File: src/rtl/clt_pkg.sv
package clt_pkg;

  typedef enum logic [1:0] {
    ST_OUT   = 2'd0,
    ST_ARG   = 2'd1,
    ST_QUOTE = 2'd2
  } scan_t;

  typedef enum logic [1:0] {
    CMD_BEGIN   = 2'd0,
    CMD_APPEND  = 2'd1,
    CMD_COMMIT  = 2'd2,
    CMD_DISCARD = 2'd3
  } cmd_t;

  localparam logic [7:0] CH_DQUOTE = 8'h22;
  localparam logic [7:0] CH_SQUOTE = 8'h27;
  localparam logic [7:0] CH_BSLASH = 8'h5C;
  localparam logic [7:0] CH_SPACE  = 8'h20;
  localparam logic [7:0] CH_TAB    = 8'h09;

  typedef struct packed {
    scan_t scan;
    logic  quote_single;
    logic  esc;
  } tok_state_t;

  typedef struct packed {
    cmd_t       cmd;
    logic [7:0] chr;
  } res_t;

  typedef struct packed {
    logic [1:0] n;
    res_t       r0;
    res_t       r1;
  } res_list_t;

endpackage

File: src/rtl/clt_decode.sv
module clt_decode (
  input  logic              op,
  input  logic [7:0]        ch,
  input  logic              win_mode,
  input  clt_pkg::tok_state_t st,
  output clt_pkg::tok_state_t st_nxt,
  output clt_pkg::res_list_t  res
);
  import clt_pkg::*;

  function automatic res_list_t put_res(res_list_t l, cmd_t cmd, logic [7:0] c);
    res_list_t o;
    o = l;
    if (l.n == 2'd0) begin
      o.r0 = '{cmd: cmd, chr: c};
      o.n  = 2'd1;
    end else if (l.n == 2'd1) begin
      o.r1 = '{cmd: cmd, chr: c};
      o.n  = 2'd2;
    end
    return o;
  endfunction

  scan_t scan_eff;
  logic  is_quote;
  logic  is_single;
  logic  is_blank;
  logic  is_bslash;
  logic  literal_esc;

  always_comb begin
    unique case (st.scan)
      ST_ARG:   scan_eff = ST_ARG;
      ST_QUOTE: scan_eff = ST_QUOTE;
      default:  scan_eff = ST_OUT;
    endcase
  end

  assign is_single   = (ch == CH_SQUOTE);
  assign is_quote    = (ch == CH_DQUOTE) || is_single;
  assign is_blank    = (ch == CH_SPACE) || (ch == CH_TAB);
  assign is_bslash   = (ch == CH_BSLASH);
  assign literal_esc = st.esc && !win_mode;

  // next state
  always_comb begin
    st_nxt      = st;
    st_nxt.scan = scan_eff;
    if (op) begin
      st_nxt = '{scan: ST_OUT, quote_single: 1'b0, esc: 1'b0};
    end else if (literal_esc) begin
      st_nxt.esc = 1'b0;
    end else begin
      st_nxt.esc = 1'b0;
      if (is_quote) begin
        if (scan_eff == ST_QUOTE) begin
          if (is_single == st.quote_single) st_nxt.scan = ST_ARG;
        end else begin
          st_nxt.scan         = ST_QUOTE;
          st_nxt.quote_single = is_single;
        end
      end else if (is_blank) begin
        if (scan_eff == ST_ARG) st_nxt.scan = ST_OUT;
      end else if (is_bslash) begin
        if (scan_eff == ST_OUT) st_nxt.scan = ST_ARG;
        st_nxt.esc = 1'b1;
      end else begin
        if (scan_eff == ST_OUT) st_nxt.scan = ST_ARG;
      end
    end
  end

  // result commands
  always_comb begin
    res = '0;
    if (op) begin
      if (st.esc && win_mode) res = put_res(res, CMD_APPEND, CH_BSLASH);
      if (st.scan == ST_ARG) begin
        res = put_res(res, CMD_COMMIT, 8'h00);
      end else if (st.scan == ST_QUOTE) begin
        res = put_res(res, CMD_DISCARD, 8'h00);
      end
    end else if (literal_esc) begin
      res = put_res(res, CMD_APPEND, ch);
    end else begin
      if (st.esc && (ch != CH_DQUOTE)) res = put_res(res, CMD_APPEND, CH_BSLASH);
      if (is_quote) begin
        if (scan_eff == ST_QUOTE) begin
          if (is_single != st.quote_single) res = put_res(res, CMD_APPEND, ch);
        end else if (scan_eff == ST_OUT) begin
          res = put_res(res, CMD_BEGIN, 8'h00);
        end
      end else if (is_blank) begin
        if (scan_eff == ST_ARG) begin
          res = put_res(res, CMD_COMMIT, 8'h00);
        end else if (scan_eff == ST_QUOTE) begin
          res = put_res(res, CMD_APPEND, ch);
        end
      end else if (is_bslash) begin
        if (scan_eff == ST_OUT) res = put_res(res, CMD_BEGIN, 8'h00);
      end else begin
        if (scan_eff == ST_OUT) res = put_res(res, CMD_BEGIN, 8'h00);
        res = put_res(res, CMD_APPEND, ch);
      end
    end
  end

endmodule

File: src/rtl/command_line_tokenizer.sv
// Shell-style argument tokenizer. One byte is taken per input transaction
// (in_tuser high marks end of string) and each byte is decoded in the cycle
// it is accepted, giving zero, one or two commands (begin, append, commit,
// discard) that enter a four-entry result queue; out_tlast marks the last
// command caused by one input transaction. A new byte is accepted every cycle
// while the queue holds at most two commands, and the queue drains one command
// per cycle while out_tready is high, so the sustained rate is one byte per
// cycle whenever the average number of commands per byte is at most one, and
// otherwise follows the output. cfg_wr_en writes the Windows escape mode bit.
module command_line_tokenizer (
  input  logic        clk,
  input  logic        rst_n,
  input  logic        cfg_wr_en,
  input  logic        cfg_wr_data,
  input  logic        in_tvalid,
  output logic        in_tready,
  input  logic [7:0]  in_tdata,   // [7:0] ch
  input  logic        in_tuser,   // [0] op (end of string)
  output logic        out_tvalid,
  input  logic        out_tready,
  output logic [15:0] out_tdata,  // [1:0] command, [9:2] out_char, [15:10] zero
  output logic        out_tlast
);
  import clt_pkg::*;

  typedef struct packed {
    res_t r;
    logic last;
  } q_entry_t;

  logic       win_mode_r;
  tok_state_t st_r;
  tok_state_t st_nxt;
  res_list_t  res;
  q_entry_t   q_r [4];
  logic [1:0] wr_ptr_r;
  logic [1:0] rd_ptr_r;
  logic [2:0] count_r;
  logic       in_acc;
  logic       out_acc;
  logic [1:0] push_n;
  logic [1:0] wr_ptr_p1;
  q_entry_t   head;

  clt_decode u_decode (
    .op       (in_tuser),
    .ch       (in_tdata),
    .win_mode (win_mode_r),
    .st       (st_r),
    .st_nxt   (st_nxt),
    .res      (res)
  );

  assign in_tready = (count_r <= 3'd2);
  assign in_acc    = in_tvalid && in_tready;
  assign out_acc   = out_tvalid && out_tready;
  assign push_n    = in_acc ? res.n : 2'd0;
  assign wr_ptr_p1 = wr_ptr_r + 2'd1;

  always_ff @(posedge clk) begin
    if (!rst_n) begin
      win_mode_r <= 1'b0;
    end else if (cfg_wr_en) begin
      win_mode_r <= cfg_wr_data;
    end
  end

  always_ff @(posedge clk) begin
    if (!rst_n) begin
      st_r <= '{scan: ST_OUT, quote_single: 1'b0, esc: 1'b0};
    end else if (in_acc) begin
      st_r <= st_nxt;
    end
  end

  always_ff @(posedge clk) begin
    if (push_n != 2'd0) begin
      q_r[wr_ptr_r] <= '{r: res.r0, last: (res.n == 2'd1)};
    end
    if (push_n == 2'd2) begin
      q_r[wr_ptr_p1] <= '{r: res.r1, last: 1'b1};
    end
  end

  always_ff @(posedge clk) begin
    if (!rst_n) begin
      wr_ptr_r <= '0;
      rd_ptr_r <= '0;
      count_r  <= '0;
    end else begin
      wr_ptr_r <= wr_ptr_r + push_n;
      if (out_acc) rd_ptr_r <= rd_ptr_r + 2'd1;
      count_r <= count_r + {1'b0, push_n} - {2'b00, out_acc};
    end
  end

  assign head       = q_r[rd_ptr_r];
  assign out_tvalid = (count_r != 3'd0);
  assign out_tdata  = {6'b000000, head.r.chr, head.r.cmd};
  assign out_tlast  = head.last;

endmodule

File: config.mk
export PLATFORM = sky130hd
export DESIGN_NAME = command_line_tokenizer
export DESIGN_NICKNAME = d
export VERILOG_FILES = /design/src/rtl/clt_pkg.sv /design/src/rtl/clt_decode.sv /design/src/rtl/command_line_tokenizer.sv
export SDC_FILE = /design/constraint.sdc
export NUM_CORES = 1
export LEC_CHECK = 0
export ABC_AREA = 1
export BUFFER_PORTS_ARGS = -buffer_cell sky130_fd_sc_hd__buf_2
export CAP_MARGIN = 20
export CORE_MARGIN = 2
export CORE_UTILIZATION = 65
export CTS_CLUSTER_SIZE = 14
export DETAILED_ROUTE_END_ITERATION = 16
export GPL_TIMING_DRIVEN = 0
export MAX_ROUTING_LAYER = met4
export PLACE_DENSITY_LB_ADDON = 0.08
export SYNTH_ARGS = -nofsm -noshare
export SYNTH_HDL_FRONTEND = slang
export SYNTH_SLANG_ARGS = --single-unit
File: constraint.sdc
create_clock -name clk -period 9.2 [get_ports clk]
set_clock_uncertainty 0.05 [all_clocks]
set_input_delay 0.92 -clock clk [delete_from_list [all_inputs] [get_ports clk]]
set_output_delay 0.92 -clock clk [all_outputs]
set_load 0.05 [all_outputs]
== Word-level counts from Yosys, hierarchy flattened ==
Memories as Yosys holds them, arrays and structs flattened. A register that Yosys moved wholly into a read port is not among the register bits.
Index checks and enable logic that the tools add are counted.

* Output and inout bits: 19
* Logic and storage cells: 117
* Register bits: 12
* RAM bits: 44
* Input port bits: 15
* Memories: 1

{| class="wikitable"
|+ Memories
! memory !! depth !! bits a word !! read ports !! clocked after memory_dff !! wr ports !! RTL line !! source
|-
| q_r || 4 || 11 || 1 || 1 || 2 || command_line_tokenizer.sv:35 || <nowiki>q_entry_t q_r [4];</nowiki>
|}

* Mux-type cells: 68
* Equality and inequality tests: 19
* Reduce and logical (&&, ||, !) cells: 16
* Order comparisons: 1
* Add/subtract/negate cells: 5

{| class="wikitable"
|+ Operators by type and width
! operator !! number
|-
| $mux W22 || 20
|-
| $mux W10 || 18
|-
| $mux W21 || 2
|-
| $mux W2 || 15
|-
| $eq A8 B6 Y1 const B || 3
|-
| $eq A2 B1 Y1 const B || 6
|-
| $mux W1 || 10
|-
| $eq A8 B4 Y1 const B || 1
|-
| $eq A8 B7 Y1 const B || 1
|-
| $logic_not A2 Y1 || 4
|-
| $ne A8 B6 Y1 const B || 1
|-
| $eq A2 B2 Y1 const B || 3
|-
| $logic_and A1 B1 Y1 || 5
|-
| $add A2 B1 Y2 const B || 2
|-
| $mux W4 || 1
|-
| $ne A2 B2 Y1 const B || 2
|-
| $pmux W2 S2 || 1
|-
| $reduce_and A4 Y1 || 1
|-
| $reduce_bool A2 Y1 || 2
|-
| $add A3 B2 Y3 || 1
|-
| $le A3 B2 Y1 const B || 1
|-
| $mux W3 || 1
|-
| $reduce_bool A3 Y1 || 1
|-
| $sub A3 B1 Y3 || 1
|-
| 5 further kinds || 6
|}

== Depth between registers and ports, before layout ==
* Depth after elaboration: 26
* Mapped depth: 20
* Mapped depth without buffers: 20

== Modules after synthesis ==
Synthesis repeated with hierarchy kept, for this count alone.

* Cell total of the unflattened synthesis: 583
* Area, all modules: 4265.3 sq um

{| class="wikitable"
|+ By module, submodules not included
! module !! area an instance (sq um) !! sequential area each (sq um) !! times used !! cells an instance
|-
| command_line_tokenizer || 2931.6 || 1561.5 || 1 || 323
|-
| clt_decode || 1333.8 || 0.0 || 1 || 260
|}

== Worst setup path before layout ==
Ideal clock, no wire load.

* Path kind: input-to-reg
* Start point: input in_tdata[4]
* End point: register count_r[2]
* Stages: 18
* Library setup time: 0.120 ns
* Required time: 9.030 ns
* Buffers on the path: 1
* Arrival: 3.409 ns
* Setup slack: 5.621 ns
* Cell sequence: inv_1 -> nand2_1 -> nor2_2 -> nand2_2 -> nand2_1 -> buf_2 -> ha_1 -> nand2_4 -> nand3_1 -> nand3_1 -> nand2_2 -> nand3_4 -> ha_1 -> inv_1 -> ha_1 -> fa_1 -> o21ai_0 -> a21oi_1

* Longest elaborated chain between the ends: 25
* Elaborated cells on any way between the ends: 39
* Those cells by class: 2 x add/sub; 9 x eq/ne; 23 x mux; 5 x reduce/logical

{| class="wikitable"
|+ Ends and longest elaborated chain
! what !! RTL line !! source
|-
| from (decl) || command_line_tokenizer.sv:17 || <nowiki>input logic [7:0] in_tdata,</nowiki>
|-
| $ne A8 B6 Y1 || clt_decode.sv:86 || <nowiki>if (st.esc && (ch != CH_DQUOTE)) res = put_res(res, CMD_APPEND, CH_BSLASH);</nowiki>
|-
| $logic_and A1 B1 Y1 || clt_decode.sv:86 ||
|-
| $mux W21 || clt_decode.sv:86 ||
|-
| $mux W22 || clt_decode.sv:83 || <nowiki>end else if (literal_esc) begin</nowiki>
|-
| $mux W22 || clt_decode.sv:76 || <nowiki>if (op) begin</nowiki>
|-
| $eq A2 B1 Y1 || clt_decode.sv:17 || <nowiki>end else if (l.n == 2'd1) begin</nowiki>
|-
| $mux W2 || clt_decode.sv:17 ||
|-
| $mux W2 || clt_decode.sv:14 || <nowiki>if (l.n == 2'd0) begin</nowiki>
|-
| [9 not listed] || n/a ||
|-
| $mux W22 || clt_decode.sv:99 || <nowiki>end else if (is_bslash) begin</nowiki>
|-
| $mux W22 || clt_decode.sv:93 || <nowiki>end else if (is_blank) begin</nowiki>
|-
| $mux W22 * || clt_decode.sv:87 || <nowiki>if (is_quote) begin</nowiki>
|-
| $mux W22 * || clt_decode.sv:83 ||
|-
| $mux W22 * || clt_decode.sv:76 ||
|-
| $mux W2 * || command_line_tokenizer.sv:57 || <nowiki>assign push_n = in_acc ? res.n : 2'd0;</nowiki>
|-
| $add A3 B2 Y3 * || command_line_tokenizer.sv:93 || <nowiki>count_r <= count_r + {1'b0, push_n} - {2'b00, out_acc};</nowiki>
|-
| $sub A3 B1 Y3 * || command_line_tokenizer.sv:93 ||
|-
| to (signal assigned) || command_line_tokenizer.sv:93 ||
|-
| to (decl) || command_line_tokenizer.sv:38 || <nowiki>logic [2:0] count_r;</nowiki>
|}

Mark *: on every way between the ends. The rest lies on a longest branch, timed or not. The select of a mux whose other input is x is not followed.
A chain may end at the register's enable or synchronous reset.

== Worst setup path after layout ==
Ends and elaborated chain as after synthesis.

==> Implementation_results.wiki <==
{| class="wikitable"
! Metric !! Value
|-
| Unrepaired setup endpoints after global routing || no
|-
| Type of the worst setup path || input pin to flop
|-
| Worst r2r path cells || 16
|-
| Synthesized instance count || 587
|-
| Final Core Density || 73.7%
|-
| Worst Setup Slack, final || 5.31 ns
|-
| Die height || 85.1 microns
|-
| Met1 track demand over resource in global routing || 40.8%
|-
| Number of endpoints with negative hold slack in the final report || 0
|-
| Clock tree buffer depth || 2
|-
| Post-CTS Setup Inserts || 0
|-
| Width of the chip || 85.1 microns
|-
| Detailed placement HPWL || 8.57 mm
|-
| Worst-path cell chain || buf_2, inv_1, nand2_1, nor2_2, nand2_2, nand2_1, buf_2, ha_1, nand2_4, nand3_1, nand3_1, nand2_2, nand3_4, ha_1, inv_1, ha_1, fa_1, o21ai_0, a21oi_1
|-
| Power density cells || 228 nW/um^2
|-
| Overall routed net length || 11.4 mm
|-
| Least-Margin Pin Slew || 0.626 ns
|-
| Area growth from synthesis to layout || 9.51%
|-
| Leakage component of the power || 2.06 nW
|-
| Number of ports placed on the die boundary || 34
|-
| # clock sinks || 58
|-
| Post-synthesis sequential area ratio || 36.5%
|-
| Wire length of the first global-routing pass || 18.6 mm
|-
| GPL Wtd Cong || 0.997
|-
| Hold EP || q_r[1][0]
|-
| Leading area contributor after synthesis || sky130_fd_sc_hd__edfxtp_1
|-
| Congestion Overflow GR || 0
|-
| Cell area after layout || 4680 sq um
|-
| Std-Cell Rows || 29
|-
| Clock root buffer || sky130_fd_sc_hd__clkbuf_8
|-
| Count of antenna-violating nets left after detailed routing || 0
|-
| Maximum clock frequency || 257 MHz
|-
| Core box area || 6350 sq um
|-
| Clock latency of the later-clocked register in the worst-skew pair || 0.35 ns
|-
| Setup-violating endpoint count in the final report || 0
|-
| Post-synthesis instance area || 4280 sq um
|-
| Post-synthesis average cell area || 7.28 sq um
|-
| Required time of the critical path || 9.39 ns
|-
| Startpoint class of the critical path || input pin
|-
| Delay of the slowest cell on the worst path || 0.38 ns
|-
| Via density per instance || 5.91
|-
| Starting density of the core || 67.3%
|-
| Critical path launch point || in_tdata[4]
|-
| CTS Buf Count || 9
|-
| Maximum Capacitance Violations || 0
|-
| Outcome || finished clean
|-
| Overall power of the completed layout || 1.07 mW
|-
| CTS tree || built
|-
| Number of flops mapped to enable cells by yosys || 40
|-
| Placed cell count || 695
|-
| Average wire per standard cell || 16.0 microns
|-
| Buffer and inverter count on the worst path || 4
|-
| Cell occurring most often along the worst timing path || sky130_fd_sc_hd__ha_1
|-
| Hold buffers post-CTS || 0
|-
| Share of the synthesized area in the top cell type || 28.1%
|-
| Setup Slack @ Placement || 5.01 ns
|-
| Min-Delay Startpoint || q_r[1][0]
|-
| Most utilized layer in the global route result || met2
|-
| 1st-pass router iterations || 6
|-
| Total count of max-transition violations in the final report || 0
|-
| Reg-to-reg slack, setup || 5.94 ns
|-
| Area post-placement || 4520 sq um
|-
| Top area cells in the synthesized netlist || sky130_fd_sc_hd__edfxtp_1 28%, sky130_fd_sc_hd__nand2_1 13%, sky130_fd_sc_hd__dfxtp_1 8.4%
|-
| Net count reported at finish || 662
|-
| Synthesis warning total || 0
|-
| Library cells used by synthesis || 37
|-
| Class of the tightest hold or removal check || flop to flop
|-
| Share of layout cells above drive strength 1 || 16.4%
|-
| Antenna diode instance count || 0
|-
| Async SR Flop Fraction || 0%
|-
| Total of buffers placed on input and output ports || 26
|-
| Tcrit/Tclk final || 42.2%
|-
| CP max FO || 12
|-
| Number of non-filler instances in the completed layout || 711
|-
| Htree depth || 3
|-
| Post-cts sizing count || 0
|-
| Sort of element at the end of the critical path || flop
|-
| Kind of cell with the highest combined delay on the critical path || adder cells
|-
| Highest-delay cell along the critical path || sky130_fd_sc_hd__fa_1
|-
| Drc violations || 0
|-
| Hold-critical path depth || 2
|-
| Global Route met2 Usage || 54.6%
|-
| Final worst hold slack || 0.417 ns
|-
| Number of global-route vias before repair || 3901
|-
| Endpoint of the worst-slack reg-to-reg timing path || count_r[2]
|-
| Setup TNS || 0 ns
|-
| Overall via count from detail_route || 4200
|-
| Most used flip-flop cell after synthesis || sky130_fd_sc_hd__edfxtp_1
|-
| Worst IR Drop VDD || 0.227 mV
|-
| Clock slew at the register clock pins of the worst setup and hold paths || 0.07 ns
|-
| Number of antenna violations at the first check in global routing || 0
|-
| Met3 demand-to-capacity share in global routing || 6.81%
|-
| Worst Path Arrival || 4.07 ns
|-
| DRT iter0 DRCs || 464
|-
| Min Clock Period, post-route || 3.89 ns
|-
| Slew HR || 58.1%
|-
| Full die area || 7240 sq um
|-
| Startpoint of the worst-slack reg-to-reg timing path || st_r[2]
|-
| Count of state elements after synthesis || 58
|-
| Maximum number of pins on one net before global-route repair || 13
|-
| Overall routing resource usage || 33.6%
|}
## state kept, by name, summed over array words and instances (netlist names), named ones only
name        flops
rd_ptr_r        2
win_mode_r      1
st_r            4
q_r            44
count_r         3
wr_ptr_r        2
## cell type report
class,instances,area (sq um)
Multi-Input combinational cell,443,2320
Fill cell,528,1670
Sequential cell,58,1560
Inverter,63,236
Buffer,28,171
Timing Repair Buffer,26,130
Clock buffer,10,128
Tap cell,77,96.3
Clock inverter,6,33.8
## cells by family (layout without fill, tap and decap cells)
group,after synthesis,count (layout),share of synthesized area (%)
AO/OA/AOI/OAI,115,115,16.0
XOR/XNOR,3,3,0.790
adder cells (fa/ha/maj),18,18,5.44
buffers and inverters,91,133,9.54
flip-flops,58,58,36.5
other,1,6,0.0877
AND/OR/NAND/NOR,301,301,31.6
## cells in the mapped netlist, types with 2 or more instances
| cell type | count |
|---|---|
| sky130_fd_sc_hd__nand3_1 | 62 |
| sky130_fd_sc_hd__nand2_2 | 8 |
| sky130_fd_sc_hd__a21oi_4 | 2 |
| sky130_fd_sc_hd__o21ai_0 | 50 |
| sky130_fd_sc_hd__o22ai_1 | 14 |
| sky130_fd_sc_hd__ha_1 | 17 |
| sky130_fd_sc_hd__nor4_1 | 3 |
| sky130_fd_sc_hd__nor2_2 | 5 |
| sky130_fd_sc_hd__buf_2 | 5 |
| sky130_fd_sc_hd__o21ai_2 | 15 |
| sky130_fd_sc_hd__buf_6 | 4 |
| sky130_fd_sc_hd__dfxtp_1 | 18 |
| sky130_fd_sc_hd__xor2_1 | 2 |
| sky130_fd_sc_hd__buf_4 | 8 |
| sky130_fd_sc_hd__inv_1 | 56 |
| sky130_fd_sc_hd__clkbuf_1 | 11 |
| sky130_fd_sc_hd__inv_2 | 7 |
| sky130_fd_sc_hd__nand2_1 | 144 |
| sky130_fd_sc_hd__edfxtp_1 | 40 |
| sky130_fd_sc_hd__o21ai_1 | 3 |
| sky130_fd_sc_hd__nor2_1 | 64 |
| sky130_fd_sc_hd__nor3_1 | 4 |
| sky130_fd_sc_hd__a211oi_1 | 2 |
| sky130_fd_sc_hd__o211ai_1 | 2 |
| sky130_fd_sc_hd__a21oi_1 | 25 |
| sky130_fd_sc_hd__nor2_4 | 2 |
| sky130_fd_sc_hd__nand2_4 | 4 |
## cells in the final DEF (no fill, tap or decap), drive strengths merged
| cell type | count |
|---|---|
| nor2 | 72 |
| clkinvlp | 2 |
| o21ai | 68 |
| nand4 | 1 |
| a211oi | 2 |
| nand3 | 63 |
| nor4 | 3 |
| dfxtp | 18 |
| nor3 | 4 |
| buf | 43 |
| conb | 6 |
| fa | 1 |
| nand3b | 1 |
| xor2 | 3 |
| a21oi | 27 |
| o31ai | 1 |
| clkinv | 4 |
| ha | 17 |
| o22ai | 14 |
| inv | 63 |
| clkbuf | 21 |
| nand2 | 157 |
| edfxtp | 40 |
| a31oi | 1 |
| o211ai | 2 |
## per-layer routing
metal,routed length [microns],part of all wire (%)
met1,4540,40
met3,982,8.7
met5,0,0
met4,267,2.4
met2,5560,49
## report_power, final
part	internal (mW)	switching (mW)
Combinational	0.130	0.373
Sequential	0.335	0.0243
Clock	0.0952	0.109
## worst min-delay path: cells and delay by family (launching register included)
| family | cells | cell delay [ns] |
|---|---|---|
| DFF | 1 | 0.33 |
| and+or+nand+nor | 2 | 0.10 |
## worst max-delay path by stage
| stage | end | slack, ns | cells past startpoint |
|---|---|---|---|
| finish | count_r[2] | 5.31 | 19 |
| CTS | count_r[2] | 5.36 | 19 |
| floorplan | count_r[2] | 5.62 | 18 |
| global placement | count_r[2] | 5.07 | 19 |
| global route | count_r[2] | 5.14 | 19 |
| detailed placement | count_r[2] | 5.01 | 19 |
(Power assumes the default switching activity.)
